[src/rtl/core/mmcs_pkg.sv]
package mmcs_pkg;

  // Pixel and register widths.
  localparam int unsigned PixW     = 8;
  localparam int unsigned NumLanes = 3;
  localparam int unsigned ProdW    = 2 * PixW;
  localparam int unsigned CntW     = $clog2(PixW);

  // Configuration port geometry.
  localparam int unsigned CfgIdxW  = 1;
  localparam int unsigned CfgDataW = 8;

  // Register indexes.
  localparam logic [CfgIdxW-1:0] RegMaxValue  = 1'd0;
  localparam logic [CfgIdxW-1:0] RegColorMode = 1'd1;

  // Register reset values.
  localparam logic [PixW-1:0] MaxValueReset = 8'd255;

  // Pass codes carried in the mode field.
  localparam logic ModeMeasure = 1'b0;
  localparam logic ModeApply   = 1'b1;

  typedef logic [PixW-1:0] pix_t;

  // Sequencer states.
  typedef enum logic [1:0] {
    ST_IDLE,
    ST_MUL,
    ST_DIV,
    ST_DONE
  } state_e;

  // Control from the sequencer to every lane.
  typedef struct packed {
    logic measure;
    logic frame_start;
    logic apply_load;
    logic mul_en;
    logic div_en;
  } lane_ctl_t;

  // What one lane hands to the merging stage.
  typedef struct packed {
    pix_t value;
    logic flat;
  } lane_res_t;

endpackage

[src/rtl/core/mmcs_if.sv]
// Pixel request channel.
interface mmcs_pix_if;
  import mmcs_pkg::*;
  logic valid;
  logic ready;
  logic mode;
  logic frame_start;
  pix_t chan_a;
  pix_t chan_b;
  pix_t chan_c;

  modport source (output valid, output mode, output frame_start,
                  output chan_a, output chan_b, output chan_c, input ready);
  modport sink   (input valid, input mode, input frame_start,
                  input chan_a, input chan_b, input chan_c, output ready);
endinterface

// Stretched pixel channel.
interface mmcs_res_if;
  import mmcs_pkg::*;
  logic valid;
  logic ready;
  pix_t out_a;
  pix_t out_b;
  pix_t out_c;
  logic flat_flag;

  modport source (output valid, output out_a, output out_b, output out_c,
                  output flat_flag, input ready);
  modport sink   (input valid, input out_a, input out_b, input out_c,
                  input flat_flag, output ready);
endinterface

// Register write channel.
interface mmcs_cfg_if;
  import mmcs_pkg::*;
  logic                valid;
  logic                ready;
  logic [CfgIdxW-1:0]  index;
  logic [CfgDataW-1:0] data;

  modport source (output valid, output index, output data, input ready);
  modport sink   (input valid, input index, input data, output ready);
endinterface

[src/rtl/core/mmcs_lane.sv]
module mmcs_lane (
  input  logic                  clk_i,
  input  logic                  rst_ni,
  input  mmcs_pkg::lane_ctl_t   ctl_i,
  input  logic                  used_i,
  input  mmcs_pkg::pix_t        max_value_i,
  input  mmcs_pkg::pix_t        pix_i,
  output mmcs_pkg::lane_res_t   res_o
);
  import mmcs_pkg::*;

  pix_t low_q, low_d;
  pix_t high_q, high_d;
  pix_t lo_base, hi_base;

  // Marks: frame start restores them, then a used lane folds in the pixel.
  always_comb begin
    lo_base = ctl_i.frame_start ? max_value_i : low_q;
    hi_base = ctl_i.frame_start ? '0 : high_q;
    low_d   = low_q;
    high_d  = high_q;
    if (ctl_i.measure) begin
      low_d  = (used_i && (pix_i < lo_base)) ? pix_i : lo_base;
      high_d = (used_i && (pix_i > hi_base)) ? pix_i : hi_base;
    end
  end

  always_ff @(posedge clk_i or negedge rst_ni) begin
    if (!rst_ni) begin
      low_q  <= '1;
      high_q <= '0;
    end else begin
      low_q  <= low_d;
      high_q <= high_d;
    end
  end

  // Classification of the apply pixel, latched at acceptance.
  logic used_q, flat_q, zero_q, full_q;
  pix_t diff_q, den_q;

  // Divider datapath: partial remainder, dividend bits still to come, quotient.
  pix_t             rem_q, sh_q, quo_q;
  logic [ProdW-1:0] prod;
  logic [PixW:0]    trial;
  logic [PixW:0]    trial_sub;
  logic             ge;

  always_comb begin
    prod      = ProdW'(diff_q) * ProdW'(max_value_i);
    trial     = {rem_q, sh_q[PixW-1]};
    trial_sub = trial - {1'b0, den_q};
    ge        = (trial >= {1'b0, den_q});
  end

  always_ff @(posedge clk_i) begin
    if (ctl_i.apply_load) begin
      used_q <= used_i;
      flat_q <= (high_q <= low_q);
      zero_q <= (pix_i <= low_q);
      full_q <= (pix_i >= high_q);
      diff_q <= pix_i - low_q;
      den_q  <= high_q - low_q;
    end
    // For a pixel between the marks, the product is below den * 2^PixW, so its upper half is a valid remainder.
    if (ctl_i.mul_en) begin
      rem_q <= prod[ProdW-1:PixW];
      sh_q  <= prod[PixW-1:0];
    end
    if (ctl_i.div_en) begin
      rem_q <= ge ? trial_sub[PixW-1:0] : trial[PixW-1:0];
      sh_q  <= {sh_q[PixW-2:0], 1'b0};
      quo_q <= {quo_q[PixW-2:0], ge};
    end
  end

  // Saturation, a flat channel and an unused lane override the quotient.
  always_comb begin
    res_o.flat  = used_q && flat_q;
    res_o.value = quo_q;
    if (!used_q || flat_q || zero_q) begin
      res_o.value = '0;
    end else if (full_q) begin
      res_o.value = max_value_i;
    end
  end

endmodule

[src/rtl/core/mmcs_merge.sv]
module mmcs_merge (
  input  logic                clk_i,
  input  logic                rst_ni,
  input  logic                load_i,
  input  mmcs_pkg::lane_res_t lane_i [mmcs_pkg::NumLanes],
  output logic                space_o,
  mmcs_res_if.source          res_o
);
  import mmcs_pkg::*;

  logic valid_q;
  pix_t a_q, b_q, c_q;
  logic flat_q;

  assign space_o = !valid_q || res_o.ready;

  // Output register: valid until the downstream side takes the result.
  always_ff @(posedge clk_i or negedge rst_ni) begin
    if (!rst_ni) begin
      valid_q <= 1'b0;
    end else if (load_i) begin
      valid_q <= 1'b1;
    end else if (res_o.ready) begin
      valid_q <= 1'b0;
    end
  end

  // The flag is raised when any used lane saw a high mark not above its low mark.
  always_ff @(posedge clk_i) begin
    if (load_i) begin
      a_q    <= lane_i[0].value;
      b_q    <= lane_i[1].value;
      c_q    <= lane_i[2].value;
      flat_q <= lane_i[0].flat | lane_i[1].flat | lane_i[2].flat;
    end
  end

  assign res_o.valid     = valid_q;
  assign res_o.out_a     = a_q;
  assign res_o.out_b     = b_q;
  assign res_o.out_c     = c_q;
  assign res_o.flat_flag = flat_q;

endmodule

[src/rtl/core/min_max_contrast_stretch.sv]
// Channel   Role   Carries
// pix_i     sink   mode, frame_start, chan_a, chan_b, chan_c
// res_o     source out_a, out_b, out_c, flat_flag
// cfg_i     sink   index (0 max_value, 1 color_mode), data
//
// Measure pixels stream at one per clock while no apply request is in progress.
// An apply request runs through acceptance, a multiply step, 8 divider steps
// (one quotient bit each in every lane), and the load of the output register.
// The next request is accepted once the result sits in the output register.
// Reset sets low marks to all ones, high marks to zero, max_value to 255, greyscale.
// A stalled output holds the sequencer in its final state until the register frees.
module min_max_contrast_stretch (
  input  logic       clk_i,
  input  logic       rst_ni,
  mmcs_pix_if.sink   pix_i,
  mmcs_res_if.source res_o,
  mmcs_cfg_if.sink   cfg_i
);
  import mmcs_pkg::*;

  // Configuration registers.
  pix_t max_value_q;
  logic color_mode_q;

  assign cfg_i.ready = 1'b1;

  always_ff @(posedge clk_i or negedge rst_ni) begin
    if (!rst_ni) begin
      max_value_q  <= MaxValueReset;
      color_mode_q <= 1'b0;
    end else if (cfg_i.valid) begin
      case (cfg_i.index)
        RegMaxValue:  max_value_q  <= cfg_i.data[PixW-1:0];
        RegColorMode: color_mode_q <= cfg_i.data[0];
        default: ;
      endcase
    end
  end

  // Sequencer.
  state_e          state_q, state_d;
  logic [CntW-1:0] cnt_q, cnt_d;
  logic            accept;
  logic            space;
  logic            load;
  lane_ctl_t       ctl;

  assign pix_i.ready = (state_q == ST_IDLE);
  assign accept      = pix_i.valid && pix_i.ready;

  always_comb begin
    state_d         = state_q;
    cnt_d           = cnt_q;
    load            = 1'b0;
    ctl.measure     = 1'b0;
    ctl.frame_start = pix_i.frame_start;
    ctl.apply_load  = 1'b0;
    ctl.mul_en      = 1'b0;
    ctl.div_en      = 1'b0;
    case (state_q)
      ST_IDLE: begin
        if (accept) begin
          if (pix_i.mode == ModeApply) begin
            ctl.apply_load = 1'b1;
            state_d        = ST_MUL;
          end else begin
            ctl.measure = 1'b1;
          end
        end
      end
      ST_MUL: begin
        ctl.mul_en = 1'b1;
        cnt_d      = '0;
        state_d    = ST_DIV;
      end
      ST_DIV: begin
        ctl.div_en = 1'b1;
        cnt_d      = cnt_q + 1'b1;
        if (cnt_q == CntW'(PixW - 1)) begin
          state_d = ST_DONE;
        end
      end
      ST_DONE: begin
        if (space) begin
          load    = 1'b1;
          state_d = ST_IDLE;
        end
      end
      default: state_d = ST_IDLE;
    endcase
  end

  always_ff @(posedge clk_i or negedge rst_ni) begin
    if (!rst_ni) begin
      state_q <= ST_IDLE;
      cnt_q   <= '0;
    end else begin
      state_q <= state_d;
      cnt_q   <= cnt_d;
    end
  end

  // One lane per color channel; lane 0 is always in use.
  pix_t      lane_pix  [NumLanes];
  logic      lane_used [NumLanes];
  lane_res_t lane_res  [NumLanes];

  assign lane_pix[0]  = pix_i.chan_a;
  assign lane_pix[1]  = pix_i.chan_b;
  assign lane_pix[2]  = pix_i.chan_c;
  assign lane_used[0] = 1'b1;
  assign lane_used[1] = color_mode_q;
  assign lane_used[2] = color_mode_q;

  for (genvar g = 0; g < NumLanes; g++) begin : g_lane
    mmcs_lane u_lane (
      .clk_i       (clk_i),
      .rst_ni      (rst_ni),
      .ctl_i       (ctl),
      .used_i      (lane_used[g]),
      .max_value_i (max_value_q),
      .pix_i       (lane_pix[g]),
      .res_o       (lane_res[g])
    );
  end

  mmcs_merge u_merge (
    .clk_i   (clk_i),
    .rst_ni  (rst_ni),
    .load_i  (load),
    .lane_i  (lane_res),
    .space_o (space),
    .res_o   (res_o)
  );

endmodule
[src/flat_wrapper.sv]
// flat-port wrapper written by rule: the top's interface ports become plain ports
module min_max_contrast_stretch_flat import mmcs_pkg::*;
  (clk_i, rst_ni, pix_i_valid, pix_i_mode, pix_i_frame_start, pix_i_chan_a, pix_i_chan_b, pix_i_chan_c, pix_i_ready, res_o_valid, res_o_out_a, res_o_out_b, res_o_out_c, res_o_flat_flag, res_o_ready, cfg_i_valid, cfg_i_index, cfg_i_data, cfg_i_ready);
  mmcs_pix_if pix_i_i ();
  mmcs_res_if res_o_i ();
  mmcs_cfg_if cfg_i_i ();
  input  logic clk_i;
  input  logic rst_ni;
  input wire logic [$bits(pix_i_i.valid)-1:0] pix_i_valid;
  input wire logic [$bits(pix_i_i.mode)-1:0] pix_i_mode;
  input wire logic [$bits(pix_i_i.frame_start)-1:0] pix_i_frame_start;
  input wire logic [$bits(pix_i_i.chan_a)-1:0] pix_i_chan_a;
  input wire logic [$bits(pix_i_i.chan_b)-1:0] pix_i_chan_b;
  input wire logic [$bits(pix_i_i.chan_c)-1:0] pix_i_chan_c;
  output wire logic [$bits(pix_i_i.ready)-1:0] pix_i_ready;
  output wire logic [$bits(res_o_i.valid)-1:0] res_o_valid;
  output wire logic [$bits(res_o_i.out_a)-1:0] res_o_out_a;
  output wire logic [$bits(res_o_i.out_b)-1:0] res_o_out_b;
  output wire logic [$bits(res_o_i.out_c)-1:0] res_o_out_c;
  output wire logic [$bits(res_o_i.flat_flag)-1:0] res_o_flat_flag;
  input wire logic [$bits(res_o_i.ready)-1:0] res_o_ready;
  input wire logic [$bits(cfg_i_i.valid)-1:0] cfg_i_valid;
  input wire logic [$bits(cfg_i_i.index)-1:0] cfg_i_index;
  input wire logic [$bits(cfg_i_i.data)-1:0] cfg_i_data;
  output wire logic [$bits(cfg_i_i.ready)-1:0] cfg_i_ready;
  assign pix_i_i.valid = pix_i_valid;
  assign pix_i_i.mode = pix_i_mode;
  assign pix_i_i.frame_start = pix_i_frame_start;
  assign pix_i_i.chan_a = pix_i_chan_a;
  assign pix_i_i.chan_b = pix_i_chan_b;
  assign pix_i_i.chan_c = pix_i_chan_c;
  assign pix_i_ready = pix_i_i.ready;
  assign res_o_valid = res_o_i.valid;
  assign res_o_out_a = res_o_i.out_a;
  assign res_o_out_b = res_o_i.out_b;
  assign res_o_out_c = res_o_i.out_c;
  assign res_o_flat_flag = res_o_i.flat_flag;
  assign res_o_i.ready = res_o_ready;
  assign cfg_i_i.valid = cfg_i_valid;
  assign cfg_i_i.index = cfg_i_index;
  assign cfg_i_i.data = cfg_i_data;
  assign cfg_i_ready = cfg_i_i.ready;
  min_max_contrast_stretch u_core (.clk_i(clk_i), .rst_ni(rst_ni), .pix_i(pix_i_i), .res_o(res_o_i), .cfg_i(cfg_i_i));
endmodule
[config.mk]
export PLATFORM = sky130hd
export DESIGN_NAME = min_max_contrast_stretch_flat
export DESIGN_NICKNAME = d
export VERILOG_FILES = /design/src/rtl/core/mmcs_pkg.sv /design/src/rtl/core/mmcs_if.sv /design/src/rtl/core/mmcs_lane.sv /design/src/rtl/core/mmcs_merge.sv /design/src/rtl/core/min_max_contrast_stretch.sv /design/src/flat_wrapper.sv
export SDC_FILE = /design/constraint.sdc
export NUM_CORES = 1
export LEC_CHECK = 0
export ABC_AREA = 1
export CORE_UTILIZATION = 60
export DETAILED_ROUTE_END_ITERATION = 16
export DONT_BUFFER_PORTS = 1
export PLACE_DENSITY = 0.79
export SLEW_MARGIN = 20
export SYNTH_ARGS = -nofsm -noshare
export SYNTH_HDL_FRONTEND = slang
export SYNTH_SLANG_ARGS = --single-unit
[constraint.sdc]
create_clock -name clk_i -period 5.4 [get_ports clk_i]
set_input_delay 0.27 -clock clk_i [delete_from_list [all_inputs] [get_ports clk_i]]
set_output_delay 0.27 -clock clk_i [all_outputs]
set_load 0.02 [all_outputs]
==> impl_metrics.prom <==
# TYPE chip_impl_metric gauge
chip_impl_metric{name="worstRegToRegCells",unit=""} 17
chip_impl_metric{name="power.static_leakage",unit="nW"} 11.9
chip_impl_metric{name="number_of_storage_elements_in_the_synthesis_netlist",unit=""} 218
chip_impl_metric{name="initial_standard_cell_utilization_of_the_core",unit=""} 0.609
chip_impl_metric{name="ff2ff_setup_slack",unit="ps"} 660
chip_impl_info{name="status",value="completed"} 1
chip_impl_metric{name="drt-wirelength-per-cell",unit="um"} 17.0
chip_impl_metric{name="worst_slew_margin_rel",unit=""} 0.431
chip_impl_metric{name="pin_count_of_the_biggest_net_entering_global_routing",unit=""} 64
chip_impl_info{name="ys_dominant_reg_cell",value="sky130_fd_sc_hd__edfxtp_1"} 1
chip_impl_metric{name="antenna_found_initial",unit=""} 2
chip_impl_metric{name="synthesis.nets",unit=""} 3033
chip_impl_metric{name="timing.critical_path.arrival",unit="ps"} 5050
chip_impl_metric{name="mapped_area",unit="sq um"} 21000
chip_impl_metric{name="whs_path_depth",unit=""} 5
chip_impl_metric{name="ir_worst_vdd",unit="uV"} 383
chip_impl_metric{name="synth-edff-count",unit=""} 152
chip_impl_metric{name="grt_first_pass_wirelength",unit="um"} 86000
chip_impl_metric{name="die_x",unit="um"} 189
chip_impl_metric{name="clock_latency_late_sink",unit="ps"} 560
chip_impl_metric{name="dp.final_hpwl",unit="um"} 40500
chip_impl_metric{name="cp_data_required_time",unit="ps"} 5710
chip_impl_metric{name="initialDrtViolationCount",unit=""} 1337
chip_impl_info{name="critPathCaptureType",value="flip-flop"} 1
chip_impl_metric{name="placement_rows",unit=""} 68
chip_impl_info{name="most-common-layout-cells",value="672 x sky130_fd_sc_hd__nand2_1, 520 x sky130_fd_sc_hd__inv_1, 253 x sky130_fd_sc_hd__ha_1"} 1
chip_impl_metric{name="post_place_cell_area",unit="sq um"} 21300
chip_impl_metric{name="timing_max_transition_violations_final",unit=""} 0
chip_impl_metric{name="final_design_area_no_fill",unit="sq um"} 22500
chip_impl_metric{name="fin_crit_sh",unit=""} 0.878
chip_impl_metric{name="route.detailed.drc",unit=""} 0
chip_impl_metric{name="synthesis.yosys.warnings",unit=""} 0
chip_impl_info{name="critPathLaunchType",value="flip-flop"} 1
chip_impl_metric{name="finalNetCount",unit=""} 3026
chip_impl_metric{name="totalPowerFinal",unit="mW"} 15.8
chip_impl_metric{name="cts_buffers",unit=""} 26
chip_impl_metric{name="drv.max_cap_violation_count",unit=""} 0
chip_impl_info{name="worstHoldStart",value="pix_i_frame_start"} 1
chip_impl_metric{name="antenna_left",unit=""} 0
chip_impl_metric{name="postCtsResizedCells",unit=""} 0
chip_impl_metric{name="detailroute.via_count",unit=""} 17700
chip_impl_metric{name="postSynthCellCount",unit=""} 2621
chip_impl_metric{name="first_global_vias",unit=""} 17300
chip_impl_metric{name="highest_clock_frequency_the_design_can_meet",unit="GHz"} 0.211
chip_impl_metric{name="numPortBuffers",unit=""} 0
chip_impl_info{name="crit-reg2reg-launch",value="u_core.max_value_q[7]$_DFFE_PN1P_"} 1
chip_impl_metric{name="grt_remaining_overflow",unit=""} 0
chip_impl_metric{name="clock_skew",unit="ps"} 25.5
chip_impl_metric{name="place.gp.congestion",unit=""} 0.953
chip_impl_metric{name="setup_viol",unit=""} 0
chip_impl_metric{name="cts.htree.levels",unit=""} 1
chip_impl_metric{name="crit_path_max_fanout",unit=""} 19
chip_impl_info{name="cts_tree",value="done"} 1
chip_impl_info{name="critPathKind",value="reg -> reg"} 1
chip_impl_info{name="root_buffer",value="sky130_fd_sc_hd__clkbuf_16"} 1
chip_impl_metric{name="wirelength",unit="um"} 52600
chip_impl_metric{name="tritoncts_num_sinks",unit=""} 218
chip_impl_metric{name="timing_worst_slew_pin_value",unit="ps"} 853
chip_impl_metric{name="cts.path.max_buffers",unit=""} 3
chip_impl_metric{name="post-cts-setup-buffers",unit=""} 0
chip_impl_info{name="min_path_type",value="in -> reg"} 1
chip_impl_metric{name="floorplan.io_pins",unit=""} 68
chip_impl_metric{name="finalWorstPathRequiredPeriod",unit="ps"} 4740
chip_impl_metric{name="die_y",unit="um"} 189
chip_impl_metric{name="grt_usage",unit=""} 0.298
chip_impl_metric{name="core_region",unit="sq um"} 34500
chip_impl_metric{name="path_clk_slew",unit="ps"} 70
chip_impl_metric{name="setup_total_negative_slack",unit="ps"} 0
chip_impl_metric{name="cts_hold_repair_buffers",unit=""} 34
chip_impl_info{name="worstReg2RegEnd",value="u_core.g_lane[2].u_lane.rem_q[3]$_DFFE_PP_"} 1
chip_impl_metric{name="final_layout_size_suffix_gt1_frac",unit=""} 0.0532
chip_impl_info{name="rsz0062_at_grt",value="no"} 1
chip_impl_metric{name="area_growth",unit="%"} 7.19
chip_impl_info{name="mostFrequentLayoutCell",value="sky130_fd_sc_hd__nand2_1"} 1
chip_impl_info{name="hold_path_end",value="u_core.g_lane[1].u_lane.high_q[0]$_DFFE_PN0P_"} 1
chip_impl_metric{name="ys_seq_area_frac",unit=""} 0.297
chip_impl_metric{name="final-hold-violation-count",unit=""} 0
chip_impl_metric{name="number_of_distinct_library_cells_after_synthesis",unit=""} 57
chip_impl_metric{name="async_reset_ff_frac",unit=""} 0.289
chip_impl_metric{name="drt_first_pass_iters",unit=""} 6
chip_impl_metric{name="die_area",unit="sq um"} 35700
chip_impl_metric{name="power.density_cell_area",unit="nW/um^2"} 701
chip_impl_metric{name="synth_area_per_cell",unit="sq um"} 8.01
chip_impl_metric{name="detail_route.vias_per_cell",unit=""} 5.72
[Yosys cell counts, drive strengths merged (38+ instances only)]
library cell    n  share of area
edfxtp        152           0.22
clkbuf         61          0.012
xor2           38          0.016
o21ai          98          0.024
fa            117           0.11
nand4          42          0.013
nand3         183          0.045
nor2           89          0.017
ha            255           0.15
a21oi         162          0.040
inv           524          0.094
nand2         684           0.12
[worst max-delay path, stage by stage (launching register included)]
cell and delay (ps):
sky130_fd_sc_hd__dfstp_2 780, sky130_fd_sc_hd__buf_4 280, sky130_fd_sc_hd__nand2_1 70, sky130_fd_sc_hd__inv_1 90
sky130_fd_sc_hd__fa_1 420, sky130_fd_sc_hd__fa_1 520, sky130_fd_sc_hd__fa_1 550, sky130_fd_sc_hd__inv_1 60
sky130_fd_sc_hd__fa_1 530, sky130_fd_sc_hd__inv_1 40, sky130_fd_sc_hd__ha_1 200, sky130_fd_sc_hd__a21oi_1 250
sky130_fd_sc_hd__o21ai_0 170, sky130_fd_sc_hd__inv_1 80, sky130_fd_sc_hd__nand2_1 60, sky130_fd_sc_hd__or2_2 270
sky130_fd_sc_hd__nand3_1 60, sky130_fd_sc_hd__o21ai_1 60
[power by group]
part           internal [mW]  switching [mW]
Combinational           3.88            6.50
Clock                  0.985           0.736
Sequential              3.00           0.666
Total                   7.86            7.91
[routing by layer]
metal  up-vias  GRT usage  wire length [um]
met5         -          0                11
met4         2     0.0859              1420
met3       116     0.0510              4490
met2       724      0.484             24100
met1      8406      0.410             22600
li1       8427          -                 -
[worst max path at each step]
stage	startpoint	end	slack, ps	depth (start not counted)
6_report	u_core.max_value_q[7]$_DFFE_PN1P_	u_core.g_lane[2].u_lane.rem_q[3]$_DFFE_PP_	660	17
3_3_place_gp	u_core.max_value_q[2]$_DFFE_PN1P_	u_core.g_lane[1].u_lane.rem_q[1]$_DFFE_PP_	800	16
5_1_grt	u_core.max_value_q[3]$_DFFE_PN1P_	u_core.g_lane[0].u_lane.rem_q[3]$_DFFE_PP_	430	17
3_5_place_dp	u_core.max_value_q[2]$_DFFE_PN1P_	u_core.g_lane[2].u_lane.rem_q[3]$_DFFE_PP_	670	16
2_1_floorplan	u_core.max_value_q[6]$_DFFE_PN1P_	u_core.g_lane[1].u_lane.rem_q[1]$_DFFE_PP_	740	18
4_1_cts	u_core.max_value_q[2]$_DFFE_PN1P_	u_core.g_lane[2].u_lane.rem_q[3]$_DFFE_PP_	680	16
[sequential cells by signal (all words and copies together) (netlist names), 8 cells and up]
signal,cells
u_core.g_lane.u_lane.diff_q,24
u_core.max_value_q,8
u_core.g_lane.u_lane.rem_q,24
u_core.u_merge.res_o.out_b,8
u_core.g_lane.u_lane.quo_q,24
u_core.u_merge.res_o.out_a,8
u_core.u_merge.res_o.out_c,8
u_core.g_lane.u_lane.high_q,24
u_core.g_lane.u_lane.den_q,24
u_core.g_lane.u_lane.sh_q,24
u_core.g_lane.u_lane.low_q,24
[area by class of cell]
type                       instances  area [sq um]
antenna                            3          7.51
clock buffer                      34           681
clock inverter                    14           136
fill                            2874         12000
inverter                         525          1970
multi-input combinational       1797         12400
sequential                       218          6240
tap                              455           569
timing repair buffer              46           448
[through the flow]
step            util  std cells  setup slack (ps)  hold slack [ps]
6_report       0.653       3092               658             24.4
5_1_grt        0.653       3090               427             60.2
4_1_cts        0.653       3089               682             8.24
3_5_place_dp   0.619       3007               666            -24.0
3_3_place_gp   0.619       3007               796            -24.0
2_1_floorplan      -       2621               741            -25.6
[cell families (layout without fill, tap and decap cells)]
family / Yosys count / in the layout / synth area share
flops: 218 / 218 / 0.297
simple gates: 1037 / 1037 / 0.213
compound gates: 323 / 323 / 0.0881
mux: 7 / 7 / 0.00375
buf+inv: 606 / 619 / 0.111
fa+ha+maj: 372 / 372 / 0.264
other cells: 1 / 4 / 0.000179
xor+xnor: 57 / 57 / 0.0238
(Power assumes the default switching activity.)
